`src/hw/rtl/sdis_pkg.sv`:
```
`timescale 1ns / 1ps
// ----------------------------------------------------------------------------
// sdis_pkg
// shared types and constants of the set dueling insertion selector
// ----------------------------------------------------------------------------
package sdis_pkg;

  // policy selector width
  localparam int unsigned SEL_W = 10;
  localparam logic [SEL_W-1:0] SEL_MID = SEL_W'(1) << (SEL_W - 1);
  localparam logic [SEL_W-1:0] SEL_MAX = {SEL_W{1'b1}};

  // field widths
  localparam int unsigned IDX_W  = 10;
  localparam int unsigned DRAW_W = 7;
  localparam int unsigned SPG_W  = 11;
  localparam int unsigned THR_W  = 7;
  localparam int unsigned ROLE_W = 2;
  localparam int unsigned SELO_W = 10;

  // one quotient bit per step
  localparam int unsigned DIV_STEPS = IDX_W;
  localparam int unsigned DIV_CNT_W = $clog2(DIV_STEPS);

  // set roles
  localparam logic [ROLE_W-1:0] ROLE_FOLLOWER = 2'd0;
  localparam logic [ROLE_W-1:0] ROLE_LRU_LEAD = 2'd1;
  localparam logic [ROLE_W-1:0] ROLE_BIP_LEAD = 2'd2;

  // register map
  localparam int unsigned APB_AW = 3;
  localparam logic [APB_AW-1:0] ADDR_SETS_PER_GROUP    = 3'd0;
  localparam logic [APB_AW-1:0] ADDR_BIMODAL_THRESHOLD = 3'd4;

  localparam logic [SPG_W-1:0] SPG_RESET = 11'd32;
  localparam logic [THR_W-1:0] THR_RESET = 7'd3;

  typedef struct packed {
    logic [IDX_W-1:0]  set_index;
    logic [DRAW_W-1:0] random_draw;
  } in_req_t;

  typedef struct packed {
    logic              insert_at_mru;
    logic [ROLE_W-1:0] set_role;
    logic [SELO_W-1:0] selector_value;
  } out_rsp_t;

  typedef struct packed {
    logic             start;
    logic [IDX_W-1:0] dividend;
    logic [SPG_W-1:0] divisor;
  } div_ctrl_t;

  typedef struct packed {
    logic             done;
    logic [IDX_W-1:0] quotient;
    logic [SPG_W-1:0] remainder;
  } div_res_t;

endpackage

```
`src/hw/rtl/set_dueling_insertion_selector.sv`:
```
`timescale 1ns / 1ps
// ----------------------------------------------------------------------------
// set_dueling_insertion_selector
// picks mru or lru insertion per cache fill by set dueling with a psel counter
// ----------------------------------------------------------------------------
// a request runs through the bit-serial divider and then the evaluate state; the
//   divider is skipped when sets_per_group is zero
// one request is taken at a time: a new request is accepted only after the
//   last one has been evaluated
// a finished result waits in the output register while the next request runs
// reset: psel counter to midpoint, sets_per_group 32, bimodal_threshold 3
// ----------------------------------------------------------------------------
module set_dueling_insertion_selector (
  input  logic                             clk_i,
  input  logic                             rst_ni,
  // fill event request
  input  logic                             in_valid_i,
  output logic                             in_ready_o,
  input  sdis_pkg::in_req_t                in_req_i,
  // insertion decision
  output logic                             out_valid_o,
  input  logic                             out_ready_i,
  output sdis_pkg::out_rsp_t               out_rsp_o,
  // configuration port
  input  logic                             psel,
  input  logic                             penable,
  input  logic                             pwrite,
  input  logic [sdis_pkg::APB_AW-1:0]      paddr,
  input  logic [31:0]                      pwdata,
  output logic [31:0]                      prdata,
  output logic                             pready
);

  // sequencer states
  localparam logic [1:0] ST_IDLE = 2'd0;
  localparam logic [1:0] ST_DIV  = 2'd1;
  localparam logic [1:0] ST_EVAL = 2'd2;

  logic [1:0]                          state_q, state_d;
  logic [sdis_pkg::SPG_W-1:0]          spg_q;
  logic [sdis_pkg::THR_W-1:0]          thr_q;
  logic [sdis_pkg::SEL_W-1:0]          sel_q, sel_d;
  logic                                bim_q;
  logic                                nodiv_q, nodiv_d;
  logic                                out_valid_q, out_valid_d;
  sdis_pkg::out_rsp_t                  out_q, out_d;
  logic                                in_acc;
  logic                                eval_go;
  logic                                cfg_wr;
  logic [sdis_pkg::ROLE_W-1:0]         role;
  logic                                mru;
  logic [sdis_pkg::SPG_W-1:0]          cons_ext;
  logic [sdis_pkg::SPG_W-1:0]          spg_m1;
  sdis_pkg::div_ctrl_t                 div_ctrl;
  sdis_pkg::div_res_t                  div_res;

  // ---------------------------------------------------------------------------
  // configuration registers, writes land in the access phase
  // ---------------------------------------------------------------------------
  assign pready = 1'b1;
  assign cfg_wr = psel && penable && pwrite;

  always_ff @(posedge clk_i or negedge rst_ni) begin
    if (!rst_ni) begin
      spg_q <= sdis_pkg::SPG_RESET;
      thr_q <= sdis_pkg::THR_RESET;
    end else if (cfg_wr) begin
      if (paddr == sdis_pkg::ADDR_SETS_PER_GROUP) begin
        spg_q <= pwdata[sdis_pkg::SPG_W-1:0];
      end
      if (paddr == sdis_pkg::ADDR_BIMODAL_THRESHOLD) begin
        thr_q <= pwdata[sdis_pkg::THR_W-1:0];
      end
    end
  end

  always_comb begin
    prdata = '0;
    if (paddr == sdis_pkg::ADDR_SETS_PER_GROUP) begin
      prdata = 32'(spg_q);
    end else if (paddr == sdis_pkg::ADDR_BIMODAL_THRESHOLD) begin
      prdata = 32'(thr_q);
    end
  end

  // ---------------------------------------------------------------------------
  // request side: one fill event in flight at a time
  // ---------------------------------------------------------------------------
  assign in_ready_o = (state_q == ST_IDLE);
  assign in_acc     = in_valid_i && in_ready_o;

  // start the divider on accept unless the group size is zero
  assign div_ctrl.start    = in_acc && (spg_q != '0);
  assign div_ctrl.dividend = in_req_i.set_index;
  assign div_ctrl.divisor  = spg_q;

  sdis_divider u_divider (
    .clk_i  (clk_i),
    .rst_ni (rst_ni),
    .ctrl_i (div_ctrl),
    .res_o  (div_res)
  );

  // capture the bimodal draw test at accept
  always_ff @(posedge clk_i) begin
    if (in_acc) begin
      bim_q <= (in_req_i.random_draw <= thr_q);
    end
  end

  // ---------------------------------------------------------------------------
  // leader classification from quotient (constituency) and remainder (offset)
  // ---------------------------------------------------------------------------
  assign cons_ext = {1'b0, div_res.quotient};
  assign spg_m1   = spg_q - 1'b1;

  always_comb begin
    role = sdis_pkg::ROLE_FOLLOWER;
    if (!nodiv_q) begin
      if (div_res.remainder == cons_ext) begin
        // lru test wins when both hold
        role = sdis_pkg::ROLE_LRU_LEAD;
      end else if ((cons_ext + div_res.remainder) == spg_m1) begin
        role = sdis_pkg::ROLE_BIP_LEAD;
      end
    end
  end

  // insertion position and psel update
  always_comb begin
    sel_d = sel_q;
    mru   = 1'b1;
    case (role)
      sdis_pkg::ROLE_LRU_LEAD: begin
        mru = 1'b1;
        if (sel_q != sdis_pkg::SEL_MAX) begin
          sel_d = sel_q + 1'b1;
        end
      end
      sdis_pkg::ROLE_BIP_LEAD: begin
        mru = bim_q;
        if (sel_q != '0) begin
          sel_d = sel_q - 1'b1;
        end
      end
      default: begin
        // followers go bimodal once psel is above its midpoint
        mru = (sel_q > sdis_pkg::SEL_MID) ? bim_q : 1'b1;
      end
    endcase
  end

  // ---------------------------------------------------------------------------
  // sequencer
  // ---------------------------------------------------------------------------
  // evaluate once the output register is free or being drained
  assign eval_go = (state_q == ST_EVAL) && (!out_valid_q || out_ready_i);

  always_comb begin
    state_d     = state_q;
    nodiv_d     = nodiv_q;
    out_valid_d = out_valid_q && !out_ready_i;
    out_d       = out_q;
    case (state_q)
      ST_IDLE: begin
        if (in_acc) begin
          if (spg_q == '0) begin
            nodiv_d = 1'b1;
            state_d = ST_EVAL;
          end else begin
            nodiv_d = 1'b0;
            state_d = ST_DIV;
          end
        end
      end
      ST_DIV: begin
        if (div_res.done) begin
          state_d = ST_EVAL;
        end
      end
      ST_EVAL: begin
        if (eval_go) begin
          out_valid_d          = 1'b1;
          out_d.insert_at_mru  = mru;
          out_d.set_role       = role;
          out_d.selector_value = sdis_pkg::SELO_W'(sel_d);
          state_d              = ST_IDLE;
        end
      end
      default: begin
        state_d = ST_IDLE;
      end
    endcase
  end

  always_ff @(posedge clk_i or negedge rst_ni) begin
    if (!rst_ni) begin
      state_q     <= ST_IDLE;
      nodiv_q     <= 1'b0;
      out_valid_q <= 1'b0;
      sel_q       <= sdis_pkg::SEL_MID;
    end else begin
      state_q     <= state_d;
      nodiv_q     <= nodiv_d;
      out_valid_q <= out_valid_d;
      if (eval_go) begin
        sel_q <= sel_d;
      end
    end
  end

  always_ff @(posedge clk_i) begin
    out_q <= out_d;
  end

  assign out_valid_o = out_valid_q;
  assign out_rsp_o   = out_q;

  // ---------------------------------------------------------------------------
  // assertions
  // ---------------------------------------------------------------------------
  // a request keeps the block busy in the next cycle
  assert property (@(posedge clk_i) disable iff (!rst_ni) in_acc |=> !in_ready_o)
    else $error("accepted request while busy");

  // psel moves only when a result is produced
  assert property (@(posedge clk_i) disable iff (!rst_ni) !eval_go |=> $stable(sel_q))
    else $error("psel changed outside evaluation");

  // divider finishes only while the sequencer waits for it
  assert property (@(posedge clk_i) disable iff (!rst_ni) div_res.done |-> state_q == ST_DIV)
    else $error("divider done outside divide state");

  // an evaluation always leaves a valid result behind
  assert property (@(posedge clk_i) disable iff (!rst_ni) eval_go |=> out_valid_q)
    else $error("evaluation lost its result");

endmodule

```
`src/hw/rtl/sdis_divider.sv`:
```
`timescale 1ns / 1ps
// ----------------------------------------------------------------------------
// sdis_divider
// restoring divider, one quotient bit per cycle, results held after done
// ----------------------------------------------------------------------------
module sdis_divider (
  input  logic                clk_i,
  input  logic                rst_ni,
  input  sdis_pkg::div_ctrl_t ctrl_i,
  output sdis_pkg::div_res_t  res_o
);

  logic                               busy_q, busy_d;
  logic                               done_q, done_d;
  logic [sdis_pkg::DIV_CNT_W-1:0]     cnt_q, cnt_d;
  logic [sdis_pkg::SPG_W-1:0]         dsr_q, dsr_d;
  logic [sdis_pkg::SPG_W-1:0]         rem_q, rem_d;
  logic [sdis_pkg::IDX_W-1:0]         quo_q, quo_d;
  logic [sdis_pkg::SPG_W:0]           trial;
  logic [sdis_pkg::SPG_W:0]           diff;

  // shift in the next dividend bit and try a subtract
  assign trial = {rem_q, quo_q[sdis_pkg::IDX_W-1]};
  assign diff  = trial - {1'b0, dsr_q};

  always_comb begin
    busy_d = busy_q;
    done_d = 1'b0;
    cnt_d  = cnt_q;
    dsr_d  = dsr_q;
    rem_d  = rem_q;
    quo_d  = quo_q;
    if (ctrl_i.start) begin
      busy_d = 1'b1;
      cnt_d  = '0;
      dsr_d  = ctrl_i.divisor;
      rem_d  = '0;
      quo_d  = ctrl_i.dividend;
    end else if (busy_q) begin
      if (!diff[sdis_pkg::SPG_W]) begin
        rem_d = diff[sdis_pkg::SPG_W-1:0];
        quo_d = {quo_q[sdis_pkg::IDX_W-2:0], 1'b1};
      end else begin
        rem_d = trial[sdis_pkg::SPG_W-1:0];
        quo_d = {quo_q[sdis_pkg::IDX_W-2:0], 1'b0};
      end
      if (cnt_q == sdis_pkg::DIV_CNT_W'(sdis_pkg::DIV_STEPS - 1)) begin
        busy_d = 1'b0;
        done_d = 1'b1;
      end else begin
        cnt_d = cnt_q + 1'b1;
      end
    end
  end

  always_ff @(posedge clk_i or negedge rst_ni) begin
    if (!rst_ni) begin
      busy_q <= 1'b0;
      done_q <= 1'b0;
      cnt_q  <= '0;
    end else begin
      busy_q <= busy_d;
      done_q <= done_d;
      cnt_q  <= cnt_d;
    end
  end

  always_ff @(posedge clk_i) begin
    dsr_q <= dsr_d;
    rem_q <= rem_d;
    quo_q <= quo_d;
  end

  assign res_o.done      = done_q;
  assign res_o.quotient  = quo_q;
  assign res_o.remainder = rem_q;

endmodule

```
`config.mk`:
```
export PLATFORM = sky130hd
export DESIGN_NAME = set_dueling_insertion_selector
export DESIGN_NICKNAME = d
export VERILOG_FILES = /design/src/hw/rtl/sdis_pkg.sv /design/src/hw/rtl/set_dueling_insertion_selector.sv /design/src/hw/rtl/sdis_divider.sv
export SDC_FILE = /design/constraint.sdc
export NUM_CORES = 1
export LEC_CHECK = 0
export ABC_AREA = 1
export BUFFER_PORTS_ARGS = -buffer_cell sky130_fd_sc_hd__buf_2
export CORE_MARGIN = 10
export CORE_UTILIZATION = 40
export DETAILED_ROUTE_END_ITERATION = 16
export SKIP_CTS_REPAIR_TIMING = 1
export SYNTH_ARGS = -nofsm -noshare
export SYNTH_HDL_FRONTEND = slang
export SYNTH_SLANG_ARGS = --single-unit
```
`constraint.sdc`:
```
create_clock -name clk_i -period 4.65 [get_ports clk_i]
set_input_delay 0.465 -clock clk_i [delete_from_list [all_inputs] [get_ports clk_i]]
set_output_delay 0.465 -clock clk_i [all_outputs]
set_load 0.1 [all_outputs]
```
After elaboration in Yosys (flattened, before gate mapping)

Index checks and enable logic that the tools add are counted.

Register bits after elaboration: 84
Bits of input ports: 59
Output and inout port bits: 48
Logic and storage cells: 89

Add/sub/neg operators: 6
$lt $le $gt $ge: 2
Eq/ne operators: 13
Mux-type cells: 31
Reduce and logical (&&, ||, !) cells: 21

Operator list:

| operator                                              | count |
|---|---|
| 2-to-1 mux 10 bit                                     | 4 |
| 2-to-1 mux 11 bit                                     | 2 |
| one-hot mux 10 bit (2 select lines)                   | 1 |
| 2-to-1 mux 2 bit                                      | 7 |
| 2-to-1 mux 4 bit                                      | 3 |
| subtractor 12 x 11 -> 12 bit                          | 1 |
| adder 10 x 11 -> 11 bit                               | 1 |
| == test 11 x 10 -> 1 bit                              | 1 |
| == test 11 bit                                        | 1 |
| logical NOT 11 bit                                    | 1 |
| 2-to-1 mux 1 bit                                      | 11 |
| nonzero test 11 bit                                   | 1 |
| subtractor 11 x 1 -> 11 bit, second input constant    | 1 |
| adder 10 x 1 -> 10 bit, second input constant         | 1 |
| greater-than comparator 10 bit, second input constant | 1 |
| inequality test 10 bit, second input constant         | 1 |
| AND reduction 2 bit                                   | 5 |
| nonzero test 10 bit                                   | 1 |
| subtractor 10 x 1 -> 10 bit, second input constant    | 1 |
| <= comparator 7 bit                                   | 1 |
| 2-to-1 mux 7 bit                                      | 1 |
| logical AND 1 bit                                     | 6 |
| one-hot mux 2 bit (3 select lines)                    | 1 |
| adder 4 x 1 -> 4 bit, second input constant           | 1 |
| other kinds (13)                                      | 18 |

Depth between registers and ports, before layout

Gate-level depths: netlist of run 1.

Depth after elaboration: 7
Depth in mapped cells: 21

Cells and area by module

From an unflattened synthesis of run 1, not the netlist that was laid out.

Cell total of the unflattened synthesis: 889
Area, all modules: 6276.0 µm²

Modules (own cells, without submodules):

| module                         | instances | cells an instance | area each (µm²) | seq. area each (µm²) |
|---|---|---|---|---|
| set_dueling_insertion_selector | 1         | 601               | 4028.9          | 1226.2 |
| sdis_divider                   | 1         | 288               | 2247.2          | 1001.0 |

Least setup slack after synthesis of run 1

No wires, ideal clock.

Kind: register to register
Start: reg u_divider.quo_q[0] (netlist name)
End: reg out_q, in the netlist out_rsp_o[9], data pin
Data arrival time: 2.722 ns
Data required time: 4.395 ns
Path slack: 1.673 ns
Stages on the path, launching flop included: 18
Clock period less this slack: 2.977 ns
Cells stage by stage: edfxtp_1 -> ha_1 -> inv_1 -> fa_1 -> nand2_1 -> nand3_1 -> nor2_1 -> nand3_1 -> nor2_1 -> nand3_1 -> nor2_1 -> nand4_1 -> nor2_1 -> ha_1 -> clkinv_1 -> clkbuf_1 -> nand3_1 -> and2_1

Longest elaborated chain between the ends: 7
Elaborated cells on any way between the ends: 9
Those cells by class: add/sub (1); eq/ne (4); mux (4)

RTL lines:

| item                                                    | RTL line                              | source |
|---|---|---|
| start, declared                                         | sdis_divider.sv:18                    | `logic [sdis_pkg::IDX_W-1:0] quo_q, quo_d;` |
| start signal, assigned                                  | sdis_divider.sv:71                    | `quo_q <= quo_d;` |
| adder 10 x 11 -> 11 bit                                 | set_dueling_insertion_selector.sv:123 | `end else if ((cons_ext + div_res.remainder) == spg_m1) begin` |
| == test 11 bit                                          | set_dueling_insertion_selector.sv:123 |  |
| 2-to-1 mux 2 bit                                        | set_dueling_insertion_selector.sv:123 |  |
| 2-to-1 mux 2 bit *                                      | set_dueling_insertion_selector.sv:120 | `if (div_res.remainder == cons_ext) begin` |
| 2-to-1 mux 2 bit *                                      | set_dueling_insertion_selector.sv:119 | `if (!nodiv_q) begin` |
| named net role (one bit)                                | set_dueling_insertion_selector.sv:50  | `logic [sdis_pkg::ROLE_W-1:0] role;` |
| == test 2 bit or == test 2 x 1 -> 1 bit (tied branches) | set_dueling_insertion_selector.sv:133 | `case (role)` |
| one-hot mux 10 bit (2 select lines) *                   | set_dueling_insertion_selector.sv:133 |  |
| named net sel_d (one bit)                               | set_dueling_insertion_selector.sv:42  | `logic [sdis_pkg::SEL_W-1:0] sel_q, sel_d;` |
| end signal, assigned                                    | set_dueling_insertion_selector.sv:213 | `out_q <= out_d;` |
| end, declared                                           | set_dueling_insertion_selector.sv:46  | `sdis_pkg::out_rsp_t out_q, out_d;` |

Mark *: on every way through the listed nets, which the timed path passes. The rest lies on a longest branch.
A chain may end at the register's enable or synchronous reset.

Final worst setup path of run 1

Start: reg u_divider.quo_q[0] (netlist name)
End: reg out_q, in the netlist out_rsp_o[6], data pin

The elaborated chain is that of the path after synthesis.

==> reports/results.ini, run 1 <==
[power]
p_clk_frac=0.150
switching_share=0.502
p_comb_frac=0.580
vdd_drop_max_mv=0.215
total_power_mw=4.87
power.switching_mw=2.44
cellLeakagePower_nw=3.39
pwr-share-seq=0.270
internal-power_mw=2.43
cellPowerDensity_mw_per_mm2=713

[drt]
vias=5363
drtPass1Iterations=7
final_antenna_net_count=0
routedWlPerCell_microns=13.9
drc_errors=0
finalWirelength_microns=15300
viasPerCell=4.87
drtIter0Drc=378

[timing]
hold_viol=0
fin_crit_ns=3.40
rsz0062_at_grt=false
timing.final.crit_share=0.731
fmax_mhz=294
setup_viol=0
worst_pin_slew_ns=1.12
clock_skew_ns=0.00715
slew_viol_final=0
tns_ns=0
slew_headroom=0.253
whs_ns=0.250

[grt]
grt_first_pass_wirelength_microns=26000
grt_max_degree=39
grt_pass1_vias=5146
antenna_found_initial=0
grt_usage=0.154
overflow=0

[worst_setup_path]
path_delay_family=simple AND/OR/NAND/NOR gates
r2r_start=u_divider.quo_q[0]$_DFFE_PP_
rr_endpoint=out_rsp_o[6]$_DFFE_PP_
reg2reg_depth=18
cp_slowest_cell=fa_1
worst_setup_path_start_kind=flip-flop
arrival_ns=3.49
worst-path-buf-inv=4
crit_chain=ha_1, inv_1, fa_1, nand2_1, nand3_1, nor2_1, nand3_1, nor2_1, nand3_1, nor2_1, nand4_1, nor2_1, ha_1, clkinv_1, buf_4, nand3_1, o21ai_1, inv_1
cpPeakStageDelay_ns=0.43
critPathKind=flip-flop to flip-flop
cp.required_ns=4.74
crit_fanout=14
crit_path_end_kind=flip-flop
ff2ff_setup_slack_ns=1.25

[yosys]
netlist_area_sq_mm=0.00620
synth-edff-count=35
synth_cell_type_count=48
ys.flop_type=edfxtp_1
syn_inst=857
netlist.top_cell.by_area=edfxtp_1
synth_area_leaders=edfxtp_1 17%, nand2_1 17%, dfrtp_1 14%
synth_top_area_share=0.170
ys_top_cells_by_count=274 x nand2_1, 116 x inv_1, 65 x nand3_1
ys_warn_count=0
ys_seq_area_frac=0.359
synth.avg_cell_area_sq_um=7.23
ys_ff_latch=84
async_reset_ff_frac=0.452
synth.most_common_cell=nand2_1

[floorplan]
die_height_microns=144
ioPinCount=107
start_util=0.408
core_area_sq_mm=0.0152
dieArea_sq_mm=0.0209
rows=45
die_w_microns=144

[job]
cap_violations=0

[placement]
numPortBuffers=63
dpl.hpwl_microns=11800
gp_congestion=0.874
placed_area_sq_mm=0.00653

[status]
status=completed

[final_layout]
nets=1004
syn_to_final_growth_pct=10.2
diodes=0
utilization=0.449
drive_above_1_share=0.124
stdcell_area_sq_mm=0.00683

[clock_network]
cts-root-buf=clkbuf_16
clkSinkCount=84
clkLatencyLatePin_ns=0.34
cts_tree=done
clock_path_buffers=2
h-tree-depth=3
cts_buffers=9
clkTransAtPathRegs_ns=0.06

[min_path]
worstHoldPathType=input pin to asynchronous set/reset pin

sequential cells by signal (all words and copies together) (netlist names):
| register | flops |
|---|---|
| u_divider.rem_q | 11 |
| u_divider.dsr_q | 11 |
| sel_q | 10 |
| nodiv_q | 1 |
| u_divider.done_q | 1 |
| u_divider.cnt_q | 4 |
| state_q | 2 |
| out_rsp_o | 13 |
| u_divider.busy_q | 1 |
| thr_q | 7 |
| bim_q | 1 |
| u_divider.quo_q | 10 |
| out_valid_o | 1 |
| spg_q | 11 |
stage by stage:
step / instances / setup slack, ns
after floorplan: 877 / 1.67
after global placement: 1085 / 1.28
after detailed placement: 1085 / 1.24
after CTS: 1101 / 1.22
after global routing: 1101 / 0.780
final: 1101 / 1.25
power groups by stage:
| stage | clock [mW] | sequential (mW) | combinational (mW) |
|---|---|---|---|
| 3_3_place_gp | 0 | 1.32 | 2.80 |
| 5_1_grt | 0.771 | 1.35 | 3.28 |
| 2_1_floorplan | 0 | 1.37 | 2.26 |
| 4_1_cts | 0.744 | 1.31 | 2.83 |
| 3_5_place_dp | 0 | 1.32 | 2.82 |
| 6_report | 0.728 | 1.31 | 2.83 |
kinds of logic after synthesis:
| group | after synthesis | synth area share |
|---|---|---|
| compound gates | 102 | 0.0935 |
| buf+inv | 165 | 0.123 |
| flops | 84 | 0.359 |
| simple gates | 449 | 0.320 |
| fa+ha+maj | 37 | 0.0771 |
| xor+xnor | 18 | 0.0254 |
| other cells | 2 | 0.00121 |
worst max-delay path by stage:
stage,start,end,cells past startpoint
finish,u_divider.quo_q[0]$_DFFE_PP_,out_rsp_o[6]$_DFFE_PP_,18
global route,u_divider.rem_q[0]$_SDFFE_PP0P_,sel_q[4]$_DFFE_PN0P_,19
CTS,u_divider.quo_q[0]$_DFFE_PP_,out_rsp_o[6]$_DFFE_PP_,18
detailed placement,u_divider.rem_q[0]$_SDFFE_PP0P_,out_rsp_o[6]$_DFFE_PP_,19
global placement,u_divider.rem_q[0]$_SDFFE_PP0P_,out_rsp_o[6]$_DFFE_PP_,19
floorplan,u_divider.quo_q[0]$_DFFE_PP_,out_rsp_o[9]$_DFFE_PP_,17
cell usage in the layout, fill, tap and decap left out, types with 9 or more instances in the layout:
master	instances
inv_1	116
dfrtp_1	34
xor2_1	10
edfxtp_1	35
nand4_1	18
nand2_1	274
clkbuf_16	9
o21ai_0	43
dfxtp_1	11
nand3_1	65
a21oi_1	27
ha_1	35
buf_2	63
conb_1	22
nor2_1	52
metal layers:
layer / vias to the layer above / GRT usage / share of wire
li1: 2832 / - / -
met1: 2394 / 0.216 / 0.50
met2: 119 / 0.231 / 0.43
met3: 18 / 0.0269 / 0.046
met4: 0 / 0.0574 / 0.017
met5: - / 0 / 0
final cells by class:
type	instances	area, sq um
Fill cell	1584	8370
Multi-Input combinational cell	628	3290
Sequential cell	84	2230
Inverter	120	450
Timing Repair Buffer	65	330
Clock buffer	14	264
Tap cell	188	235
Clock inverter	2	35.0
worst reg2reg max path: stages (launching register included):
cell,delay (ns)
edfxtp_1,0.41
ha_1,0.22
inv_1,0.09
fa_1,0.43
nand2_1,0.08
nand3_1,0.07
nor2_1,0.11
nand3_1,0.09
nor2_1,0.13
nand3_1,0.08
nor2_1,0.12
nand4_1,0.09
nor2_1,0.15
ha_1,0.27
clkinv_1,0.24
buf_4,0.28
nand3_1,0.10
o21ai_1,0.13
inv_1,0.06
No activity file was read; power rests on OpenSTA's default activity.
==> run 2, diff against run 1 <==
clock period = 2.9 ns   (was 4.65 ns; I/O delays follow)
==> reports/results.ini, run 2 (synthesis results as in run 1) <==
[placement]
gp_congestion=0.900  ; +2.9%
numPortBuffers=63  ; unchanged
dpl.hpwl_microns=12100  ; +2.4%

[timing]
hold_viol=0  ; unchanged
setup_viol=17  ; +17
tns_ns=-0.650  ; -0.650 ns
fin_crit_ns=2.99  ; -0.412 ns
clock_skew_ns=0.00518  ; -0.00197 ns
worst_pin_slew_ns=0.924  ; -0.191 ns
rsz0062_at_grt=true
fmax_mhz=334  ; +14%
slew_viol_final=0  ; unchanged
final.setup.worst_slack_ns=-0.0896  ; -1.34 ns
timing.final.crit_share=1.03  ; +0.299
slew_headroom=0.384  ; +0.130

[clock_network]
clkTransAtPathRegs_ns=0.06  ; about the same
cts_buffers=9  ; unchanged
cts-root-buf=clkbuf_16
h-tree-depth=3  ; unchanged
clock_path_buffers=2  ; unchanged
clkSinkCount=84  ; unchanged
cts_tree=done
clkLatencyLatePin_ns=0.34  ; about the same

[worst_setup_path]
crit_chain=ha_2, inv_2, fa_1, inv_1, nand2_1, nand3_1, nor2_1, nand3_1, nor2_2, nand3_2, nor2_2, nand4_1, nor2_2, ha_4, inv_8, buf_12, nand3_1, nand3b_1, o21ai_0
crit_fanout=6  ; -8
crit_path_end_kind=flip-flop
arrival_ns=3.20  ; -0.29 ns
worst_setup_path_start_kind=flip-flop
ff2ff_setup_slack_ns=-0.09  ; -1.34 ns
reg2reg_depth=19  ; +1
cpPeakStageDelay_ns=0.49  ; +0.06 ns
rr_endpoint=sel_q[3]$_DFFE_PN0P_
r2r_start=u_divider.quo_q[0]$_DFFE_PP_
critPathKind=flip-flop to flip-flop
endpoint=sel_q[3]$_DFFE_PN0P_
cp_slowest_cell=fa_1
cp.required_ns=3.11  ; -1.63 ns
crit_start=u_divider.quo_q[0]$_DFFE_PP_

[final_layout]
nets=1034  ; +3.0%
multi_input_area_sq_mm=0.00339  ; +3.2%
largest_reg_flops=13  ; unchanged
syn_to_final_growth_pct=17.0
fillCellCount=1563  ; -1.3%
final_cell_mix=272 x nand2_1, 114 x inv_1, 63 x buf_2
layout_commonest_cell=nand2_1
utilization=0.477  ; +0.0280
diodes=0  ; unchanged
regArea_sq_mm=0.00223  ; unchanged
drive_above_1_share=0.177  ; +0.0533

[grt]
grt_first_pass_wirelength_microns=26000  ; -0.18%
grt_usage=0.154  ; about the same
antenna_found_initial=0  ; unchanged
grt_pass1_vias=5423  ; +5.4%
grt_max_degree=39  ; unchanged
overflow=0  ; unchanged

[drt]
viasPerCell=4.90  ; +0.61%
routedWlPerCell_microns=13.8  ; -0.20%
vias=5543  ; +3.4%
drc_errors=0  ; unchanged
finalWirelength_microns=15600  ; +2.5%
final_antenna_net_count=0  ; unchanged
drtPass1Iterations=5  ; -2
drtIter0Drc=322  ; -15%

[floorplan]
ioPinCount=107  ; unchanged
core_area_sq_mm=0.0152  ; unchanged
die_w_microns=144  ; unchanged
die_height_microns=144  ; unchanged
rows=45  ; unchanged
dieArea_sq_mm=0.0209  ; unchanged
start_util=0.408  ; unchanged

[status]
status=finished with violations
violations=setup timing

[power]
vdd_drop_max_mv=0.414  ; +93%
cellPowerDensity_mw_per_mm2=1140  ; +60%
total_power_mw=8.26  ; +70%
cellLeakagePower_nw=3.61  ; +6.5%

[min_path]
worstHoldPathType=input pin to asynchronous set/reset pin

[job]
cap_violations=0  ; unchanged

==> run 2: cell types whose count changed in the layout (fill, tap and decap cells not counted), moves of 3 or more <==
| cell | change |
|---|---|
| nand3_1 | -4 |
| nand3_2 | +4 |
| nor2_1 | -9 |
| buf_6 | +3 |
| buf_4 | +24 |
| nor2_2 | +7 |
==> run 2: layout make-up <==
| class | count | area share |
|---|---|---|
| Multi-Input combinational cell | 628 | 0.467 |
| Sequential cell | 84 | 0.307 |
| Timing Repair Buffer | 94 | 0.0812 |
| Inverter | 120 | 0.0631 |
| Clock buffer | 13 | 0.0388 |
| Tap cell | 188 | 0.0324 |
| Clock inverter | 3 | 0.00897 |
| Timing Repair inverter | 1 | 0.000863 |
==> run 2: worst min path at each step <==
stage	from	endpoint	slack, ns	cells past startpoint
after floorplan	rst_ni	nodiv_q$_DFFE_PN0P_	-0.006	0
after CTS	rst_ni	u_divider.done_q$_DFF_PN0_	0.10	1
after detailed placement	rst_ni	out_valid_o$_DFF_PN0_	0.47	1
after global placement	rst_ni	out_valid_o$_DFF_PN0_	0.48	1
final	rst_ni	out_valid_o$_DFF_PN0_	0.07	1
after global routing	rst_ni	u_divider.cnt_q[3]$_DFFE_PN0P_	0.15	1
==> run 2: power breakdown <==
| part | internal, mW | switching, mW |
|---|---|---|
| clock network | 0.853 | 0.468 |
| logic | 1.65 | 3.20 |
| registers | 1.72 | 0.379 |
==> run 2: metrics by stage <==
step / instance area, sq um / std cells / setup WS, ns / hold WS, ns
2_1_floorplan: 6280 / 877 / 0.0738 / -0.00559
4_1_cts: 7070 / 1125 / -0.199 / 0.100
5_1_grt: 7250 / 1131 / -0.285 / 0.147
3_5_place_dp: 6730 / 1109 / -0.174 / 0.469
6_report: 7250 / 1131 / -0.0896 / 0.0741
3_3_place_gp: 6730 / 1109 / -0.163 / 0.480
==> run 2: metal layers <==
layer	vias to the layer above	routed length, microns	track usage
li1	2888	-	-
met1	2529	7940	0.212
met2	111	6900	0.237
met3	15	565	0.0246
met4	0	242	0.0564
met5	-	0	0
==> run 2: critical path, delay by kind of cell (launching register included) <==
kind	cells	cell delay [ns]
buffers and inverters	4	0.30
flip-flops	1	0.38
AND/OR/NAND/NOR	11	1.09
adder cells (fa/ha/maj)	3	0.96
AO/OA/AOI/OAI	1	0.10
==> run 3, diff against run 2 <==
SYNTH_HIERARCHICAL = 1   (was unset)
==> reports/results.ini, run 3 <==
[status]
status=finished with violations
violations=setup timing

[yosys]
netlist.top_cell.by_area=nand2_1
synth.most_common_cell=nand2_1
synth.avg_cell_area_sq_um=7.06  ; -2.4%
ys_seq_area_frac=0.355  ; -0.00444
synth-edff-count=35  ; unchanged
netlist_area_sq_mm=0.00628  ; +1.3%
ys.flop_type=edfxtp_1
ys_top_cells_by_count=297 x nand2_1, 112 x inv_1, 74 x nand3_1
synth_top_area_share=0.178  ; +0.00807
synth_cell_type_count=46  ; -4.2%
syn_inst=889  ; +3.7%
ys_warn_count=6  ; +6
ys_ff_latch=84  ; unchanged
synth_area_leaders=nand2_1 18%, edfxtp_1 17%, dfrtp_1 14%
async_reset_ff_frac=0.452  ; unchanged

[worst_setup_path]
crit_path_end_kind=flip-flop
r2r_start=u_divider/rem_q[0]$_SDFFE_PP0P_
reg2reg_depth=16  ; -3
rr_endpoint=out_rsp_o[4]$_DFFE_PP_
arrival_ns=3.01  ; -0.19 ns
critPathKind=flip-flop to flip-flop
ff2ff_setup_slack_ns=-0.02  ; +0.07 ns
crit_fanout=7  ; +1
worst_setup_path_start_kind=flip-flop
cp.required_ns=2.99  ; -0.12 ns

[timing]
slew_headroom=0.414  ; +0.0307
tns_ns=-0.0225  ; +0.627 ns
worst_pin_slew_ns=0.878  ; -0.0460 ns
clock_skew_ns=0.00881  ; +0.00363 ns
hold_viol=0  ; unchanged
rsz0062_at_grt=true
slew_viol_final=0  ; unchanged
fmax_mhz=342  ; +2.3%
timing.final.crit_share=1.01  ; -0.0232
final.setup.worst_slack_ns=-0.0225  ; +0.0671 ns
fin_crit_ns=2.92  ; -0.0671 ns
setup_viol=1  ; -16

[clock_network]
clkSinkCount=84  ; unchanged
cts_buffers=9  ; unchanged
clkTransAtPathRegs_ns=0.07  ; about the same
clock_path_buffers=2  ; unchanged
h-tree-depth=3  ; unchanged
cts-root-buf=clkbuf_16
cts_tree=done
clkLatencyLatePin_ns=0.34  ; about the same

[drt]
viasPerCell=4.78  ; -2.4%
routedWlPerCell_microns=13.2  ; -4.3%
drc_errors=0  ; unchanged
finalWirelength_microns=15700  ; +0.26%
vias=5669  ; +2.3%
final_antenna_net_count=0  ; unchanged
drtIter0Drc=323  ; +0.31%
drtPass1Iterations=5  ; unchanged

[grt]
grt_max_degree=39  ; unchanged
grt_usage=0.145  ; -0.00907
grt_pass1_vias=5304  ; -2.2%
antenna_found_initial=0  ; unchanged
grt_first_pass_wirelength_microns=26000  ; about the same
overflow=0  ; unchanged

[final_layout]
stdcell_area_sq_mm=0.00734  ; +1.2%
layout_commonest_cell=nand2_1
utilization=0.479  ; +0.00205
diodes=0  ; unchanged
largest_reg_flops=13  ; unchanged
nets=1065  ; +3.0%
syn_to_final_growth_pct=16.9  ; about the same
final_cell_mix=296 x nand2_1, 109 x inv_1, 69 x nand3_1
fillCellCount=1566  ; +0.19%
drive_above_1_share=0.177  ; -0.000503

[floorplan]
core_area_sq_mm=0.0153  ; +0.74%
die_height_microns=145  ; +0.54%
dieArea_sq_mm=0.0211  ; +1.1%
rows=45  ; unchanged
ioPinCount=107  ; unchanged
start_util=0.410  ; +0.00207
die_w_microns=145  ; +0.54%

[min_path]
worstHoldPathType=input pin to asynchronous set/reset pin

[power]
cellPowerDensity_mw_per_mm2=424  ; -63%
cellLeakagePower_nw=3.66  ; +1.4%
vdd_drop_max_mv=0.243  ; -41%

[placement]
gp_congestion=0.876  ; -2.7%
dpl.hpwl_microns=12300  ; +2.1%
place_ws_ns=-0.118  ; +0.0562 ns
numPortBuffers=63  ; unchanged
placed_area_sq_mm=0.00683  ; +1.6%

[job]
cap_violations=0  ; unchanged

==> run 3: final cells by class <==
class	instances	area, sq um	share of cell area
tap	211	264	0.0360
timing repair buffer	94	586	0.0798
sequential	84	2230	0.304
clock buffer	12	258	0.0351
inverter	119	454	0.0619
multi-input combinational	660	3510	0.479
timing repair inverter	1	8.76	0.00119
clock inverter	4	25.0	0.00341
==> run 3: kinds of logic (layout without fill, tap and decap cells) <==
group,Yosys count,in the layout,synth area share
other cells,2,22,0.00120
xor+xnor,17,17,0.0237
simple gates,503,503,0.350
buf+inv,165,230,0.120
fa+ha+maj,37,37,0.0762
compound gates,81,81,0.0740
flops,84,84,0.355
==> run 3: per-layer routing <==
metal  track usage  routed length [microns]
met2         0.221                     6820
met3        0.0208                      741
met5             0                        0
met4        0.0460                      234
met1         0.206                     7890
==> run 3: power breakdown <==
part | internal, mW | leakage (nW) | switching [mW]
registers | 1.31 | 0.829 | 0.0583
clock network | 0.630 | 0.134 | 0.461
logic | 0.164 | 2.69 | 0.489
==> run 3: worst max-delay path by stage <==
stage | start | endpoint | slack, ns
2_1_floorplan | u_divider/rem_q[0]$_SDFFE_PP0P_ | out_rsp_o[12]$_DFFE_PP_ | 0.03
3_3_place_gp | u_divider/quo_q[0]$_DFFE_PP_ | sel_q[3]$_DFFE_PN0P_ | -0.07
3_5_place_dp | u_divider/rem_q[0]$_SDFFE_PP0P_ | out_rsp_o[1]$_DFFE_PP_ | -0.12
4_1_cts | u_divider/quo_q[0]$_DFFE_PP_ | out_rsp_o[1]$_DFFE_PP_ | -0.15
5_1_grt | u_divider/quo_q[0]$_DFFE_PP_ | out_rsp_o[8]$_DFFE_PP_ | -0.21
6_report | u_divider/rem_q[0]$_SDFFE_PP0P_ | out_rsp_o[4]$_DFFE_PP_ | -0.02
==> run 3: metrics by stage <==
step / cells / total power [mW] / hold WS (ns)
after floorplan: 909 / 1.91 / -0.00559
after global placement: 1163 / 2.02 / 0.430
after detailed placement: 1163 / 2.03 / 0.432
after CTS: 1179 / 3.13 / 0.105
after global routing: 1185 / 3.27 / 0.140
final: 1185 / 3.11 / 0.0673
==> run 3: critical path, stage by stage (launching register included) <==
cell	delay [ns]
dfxtp_2	0.36
ha_2	0.20
inv_2	0.04
fa_2	0.55
o21ai_1	0.09
nor2_2	0.13
nand3_1	0.07
nor2_1	0.10
nand2_1	0.06
nor2_1	0.11
nand4_1	0.12
nor2_2	0.19
ha_4	0.26
inv_8	0.10
nand3_1	0.10
o21ai_2	0.10
inv_1	0.07
